<file path="src/rtl/gdr_pkg.sv">
// gdr_pkg: shared types, codes and arithmetic helpers of the gated delta rule step
// used by every module of the block; depends on nothing

package gdr_pkg;

    // input beat as seen on the item channel
    typedef struct packed {
        logic [1:0]         op;
        logic [1:0]         head;
        logic [6:0]         key_index;
        logic [6:0]         row_index;
        logic signed [15:0] key_elem;
        logic signed [15:0] query_elem;
        logic signed [15:0] value_elem;
        logic signed [15:0] log_gate;
        logic signed [15:0] write_rate;
        logic               update_enable;
        logic signed [31:0] state_word;
    } in_item_t;

    // result beat
    typedef struct packed {
        logic               kind;
        logic [1:0]         out_head;
        logic [6:0]         out_row;
        logic signed [31:0] out_value;
        logic               saturated;
    } out_item_t;

    // opcodes of the item channel
    localparam logic [1:0] OP_LOAD  = 2'd0;
    localparam logic [1:0] OP_ROW   = 2'd1;
    localparam logic [1:0] OP_WRITE = 2'd2;
    localparam logic [1:0] OP_READ  = 2'd3;

    // result kinds
    localparam logic KIND_ROW  = 1'b0;
    localparam logic KIND_READ = 1'b1;

    // configuration register indexes
    localparam logic CFG_KEY_DIMS   = 1'b0;
    localparam logic CFG_VALUE_DIMS = 1'b1;
    localparam logic [7:0] DIMS_RESET = 8'd128;

    // command class decided by the front end
    typedef enum logic [1:0] {
        CMD_LOAD,
        CMD_ROW,
        CMD_WRITE,
        CMD_READ
    } cmd_op_t;

    typedef struct packed {
        cmd_op_t  op;
        logic     in_range;
        in_item_t item;
    } cmd_t;

    // back end status seen by the front end
    typedef struct packed {
        logic clearing;
    } back_status_t;

    // back end sequencer
    typedef enum logic [3:0] {
        B_CLEAR,
        B_IDLE,
        B_DISPATCH,
        B_READ,
        B_EXP,
        B_PASS,
        B_DRAIN,
        B_PROJ0,
        B_PROJ1,
        B_PROJ2,
        B_BD,
        B_DONE
    } back_state_t;

    // what a sweep over the row does
    typedef enum logic [1:0] {
        PASS_K,
        PASS_Q,
        PASS_UPD
    } pass_t;

    typedef struct packed {
        logic               ovf;
        logic signed [31:0] val;
    } sat_t;

    localparam logic signed [47:0] SAT_MAX = 48'sd2147483647;
    localparam logic signed [47:0] SAT_MIN = -48'sd2147483648;

    // clamp to the signed 32-bit range
    function automatic sat_t sat32(input logic signed [47:0] v);
        sat_t r;
        r.ovf = 1'b0;
        r.val = signed'(v[31:0]);
        if (v > SAT_MAX)
        begin
            r.ovf = 1'b1;
            r.val = 32'sh7FFFFFFF;
        end
        else if (v < SAT_MIN)
        begin
            r.ovf = 1'b1;
            r.val = 32'sh80000000;
        end
        return r;
    endfunction

    // exp(-2^(b-11)) in Q1.30
    function automatic logic [30:0] exp_tab(input logic [3:0] b);
        logic [30:0] t;
        unique case (b)
            4'd0:    t = 31'd1073217664;
            4'd1:    t = 31'd1072693760;
            4'd2:    t = 31'd1071646719;
            4'd3:    t = 31'd1069555701;
            4'd4:    t = 31'd1065385899;
            4'd5:    t = 31'd1057095000;
            4'd6:    t = 31'd1040706256;
            4'd7:    t = 31'd1008687096;
            4'd8:    t = 31'd947573834;
            4'd9:    t = 31'd836230973;
            4'd10:   t = 31'd651257337;
            4'd11:   t = 31'd395007542;
            4'd12:   t = 31'd145315154;
            4'd13:   t = 31'd19666268;
            4'd14:   t = 31'd360200;
            default: t = 31'd121;
        endcase
        return t;
    endfunction

endpackage

</file>
<file path="src/rtl/gdr_queue.sv">
// gdr_queue: two-entry command queue between front and back end
// depends on gdr_pkg

module gdr_queue (
    input  logic          clk,
    input  logic          rst_n,
    input  logic          push,
    input  gdr_pkg::cmd_t push_cmd,
    output logic          ready,
    input  logic          pop,
    output logic          valid,
    output gdr_pkg::cmd_t pop_cmd
);

    gdr_pkg::cmd_t slot_reg [2];
    logic [1:0] count_reg;
    logic       wptr_reg;
    logic       rptr_reg;

    assign ready   = count_reg != 2'd2;
    assign valid   = count_reg != 2'd0;
    assign pop_cmd = slot_reg[rptr_reg];

    // pointers and fill level
    always_ff @(posedge clk or negedge rst_n)
    begin
        if (!rst_n)
        begin
            count_reg <= 2'd0;
            wptr_reg  <= 1'b0;
            rptr_reg  <= 1'b0;
        end
        else
        begin
            if (push)
                wptr_reg <= !wptr_reg;
            if (pop)
                rptr_reg <= !rptr_reg;
            if (push && !pop)
                count_reg <= count_reg + 2'd1;
            else if (pop && !push)
                count_reg <= count_reg - 2'd1;
        end
    end

    // storage
    always_ff @(posedge clk)
    begin
        if (push)
            slot_reg[wptr_reg] <= push_cmd;
    end

endmodule

</file>
<file path="config.mk">
export PLATFORM = sky130hd
export DESIGN_NAME = gdr_queue
export DESIGN_NICKNAME = d
export VERILOG_FILES = /design/src/rtl/gdr_pkg.sv /design/src/rtl/gdr_queue.sv
export SDC_FILE = /design/constraint.sdc
export NUM_CORES = 1
export LEC_CHECK = 0
export BUFFER_PORTS_ARGS = -buffer_cell sky130_fd_sc_hd__buf_2
export CAP_MARGIN = 20
export CORE_AREA = 5 5 124 173
export CTS_CLUSTER_DIAMETER = 200
export CTS_CLUSTER_SIZE = 30
export DETAILED_ROUTE_END_ITERATION = 10
export DIE_AREA = 0 0 129 178
export HOLD_SLACK_MARGIN = 0.12
export PLACE_DENSITY = 0.78
export SLEW_MARGIN = 20
export SYNTH_ARGS = -nofsm -noshare
export SYNTH_HDL_FRONTEND = slang
export SYNTH_SLANG_ARGS = --single-unit
</file>
<file path="constraint.sdc">
create_clock -name clk -period 8.1 [get_ports clk]
set_input_delay 2.025 -clock clk [delete_from_list [all_inputs] [get_ports clk]]
set_output_delay 2.025 -clock clk [all_outputs]
set_load 0.1 [all_outputs]
</file>
==> impl_metrics.tcl <==
set metrics [dict create \
    cts_buffer_depth 3 \
    ys_seq_elements 272 \
    ant_nets 0 \
    syn_area_per_cell_sq_um 23.2 \
    nets 850 \
    cts_root_buffer "clkbuf_16" \
    htree_levels 1 \
    post-route-min-period_ns 4.88 \
    routed_wl_mm 19.2 \
    status "finished clean" \
    hp-start "count_reg[1]" \
    synth_area_leaders "edfxtp_1 (80%), mux2_2 (9.4%), mux2_4 (7.5%), dfrtp_1 (1.0%), buf_6 (0.78%)" \
    grt_setup_unrepaired "no" \
    start_util_pct 51.0 \
    fin_tns_setup_ns 0 \
    max_slew.worst_pin.slew_ns 0.969 \
    die_w_um 129 \
    fin_crit_sh_pct 60.3 \
    gp_congestion 0.766 \
    post_cts_buffers 0 \
    yosysWarnings 0 \
    ioPinCount 274 \
    vias 4974 \
    track_usage_pct 16.0 \
    first_iter_violations 296 \
    grt.met1_usage_pct 18.6 \
    largest_reg_flops 268 \
    synth_top_area_share_pct 80.1 \
    fmax_ghz 0.205 \
    r2r_slack_ns 5.52 \
    hold_end "count_reg[1]" \
    synth_edf_count 268 \
    crit_path_max_fanout 50 \
    ctsHoldBuffers 0 \
    final.fill_count 1458 \
    maxSlewViolCount 0 \
    synth_flop_cell "edfxtp_1" \
    crit_arrival_ns 2.86 \
    synthTopCellsByCount "edfxtp_1 (268), mux2_2 (84), mux2_4 (50)" \
    fp.dieH_um 178 \
    cts_sinks 272 \
    synthCells 433 \
    end_kind "primary output" \
    grt_pass1_vias 5454 \
    drc_errors 0 \
    setup_violations 0 \
    r2r-start "wptr_reg" \
    port_buffers 273 \
    grt_pass1_wl_mm 28.6 \
    use_met3_pct 3.95 \
    worstHoldPathCells 1 \
    busiest_layer "met2" \
    hold_violations 0 \
    relSlewSlack_pct 35.4 \
    synth_nets 572 \
    async_flop_share_pct 1.47 \
    antenna_found_initial 4 \
    hold_class "register to register" \
    cts_tree "done" \
    maxCapViolCount 0 \
    clock_latency_ns 0.48 \
    critPathLaunchType "register" \
    ys_types 15 \
    crit_type "register to primary output" \
    grt_max_degree 73 \
    drive_above_1_share_pct 60.0 \
    yosysTopAreaCell "edfxtp_1" \
    vias_per_cell 5.12 \
    path_clk_slew_ns 0.11 \
    numCtsBuffers 13 \
    drt_pass1_iterations 4 \
    fp.dieArea_sq_um 23000 \
    yosysMostFrequentCell "edfxtp_1" \
    coreArea_sq_um 19700 \
    cp_data_required_time_ns 6.08 \
    rows 61 \
    met2_usage_pct 28.8 \
    place_hpwl_mm 13.3 \
    wl_per_cell_um 19.7 \
    r2r-end "slot_reg[1][17]" \
    reg2reg_depth 2 \
    grt_overflow_total 0 \
    skew_ns 0.0409 \
    synth-seq-area-share_pct 81.1 \
    post_cts_resized 0 \
    area_delta_synth_final_pct 19.9 \
    syn-cell-area_sq_um 10100 \
]
-- cells in the final DEF, fill, tap and decap left out --
cell / count
clkbuf_16: 13
buf_4: 5
nand2b_1: 1
xnor2_1: 1
dfrtp_1: 3
diode_2: 3
buf_2: 273
mux2_2: 84
clkinv_16: 1
dfrtp_4: 1
and2_4: 1
xor2_1: 4
mux2_4: 50
nor2b_4: 1
or2_2: 1
nor2_1: 1
clkbuf_1: 7
inv_1: 1
ha_1: 1
edfxtp_1: 268
-- cells by family (layout without fill, tap and decap cells) --
logic type	Yosys count	count (layout)	synth area share, %
multiplexers	134	134	16.9
buffers and inverters	16	300	1.22
adder cells (fa/ha/maj)	1	1	0.124
other	0	3	0
AND/OR/NAND/NOR	5	5	0.286
flip-flops	272	272	81.1
XOR/XNOR	5	5	0.436
-- critical path: stages, from the launching register on --
cell and delay, ns:
dfrtp_4 0.85, buf_4 0.70, mux2_2 0.31, buf_2 0.43
-- worst max-delay path by stage --
stage               cells past startpoint     start  slack [ns]        endpoint
global placement                        3  rptr_reg        3.77     pop_cmd[28]
detailed placement                      3  rptr_reg        3.72     pop_cmd[28]
global route                            3  rptr_reg        3.07     pop_cmd[28]
floorplan                               1      push        2.14  slot_reg[0][0]
CTS                                     3  rptr_reg        3.17     pop_cmd[13]
finish                                  3  rptr_reg        3.22     pop_cmd[28]
-- per-stage QoR --
| stage | hold slack (ns) | instances | worst slack (ns) | area [sq um] | util (%) |
|---|---|---|---|---|---|
| after floorplan | 0.456 | 433 | 2.14 | 10100 | - |
| after global placement | 0.473 | 948 | 3.77 | 11700 | 59.2 |
| after detailed placement | 0.495 | 948 | 3.72 | 11700 | 59.2 |
| after CTS | 0.510 | 969 | 3.17 | 12000 | 61.2 |
| after global routing | 0.541 | 971 | 3.07 | 12100 | 61.2 |
| final | 0.509 | 972 | 3.22 | 12100 | 61.2 |
-- final cells by class --
cell class                      instances  area [sq um]  area share (%)
Inverter                                1          3.75          0.0311
Clock inverter                          1          30.0           0.249
Antenna cell                            3          7.51          0.0623
Clock buffer                           20           352            2.92
Multi-Input combinational cell        145          1790            14.9
Sequential cell                       272          8150            67.6
Timing Repair Buffer                  278          1400            11.6
Tap cell                              252           315            2.62
-- per-layer routing --
metal	part of all wire [%]	vias to the layer above
met2	53	200
met1	36	2466
met3	7.7	39
met5	0.13	-
met4	2.5	4
li1	-	2265
Power is not shown: default switching activity piles up to over one toggle a cycle in this logic, so the estimate is an artifact.
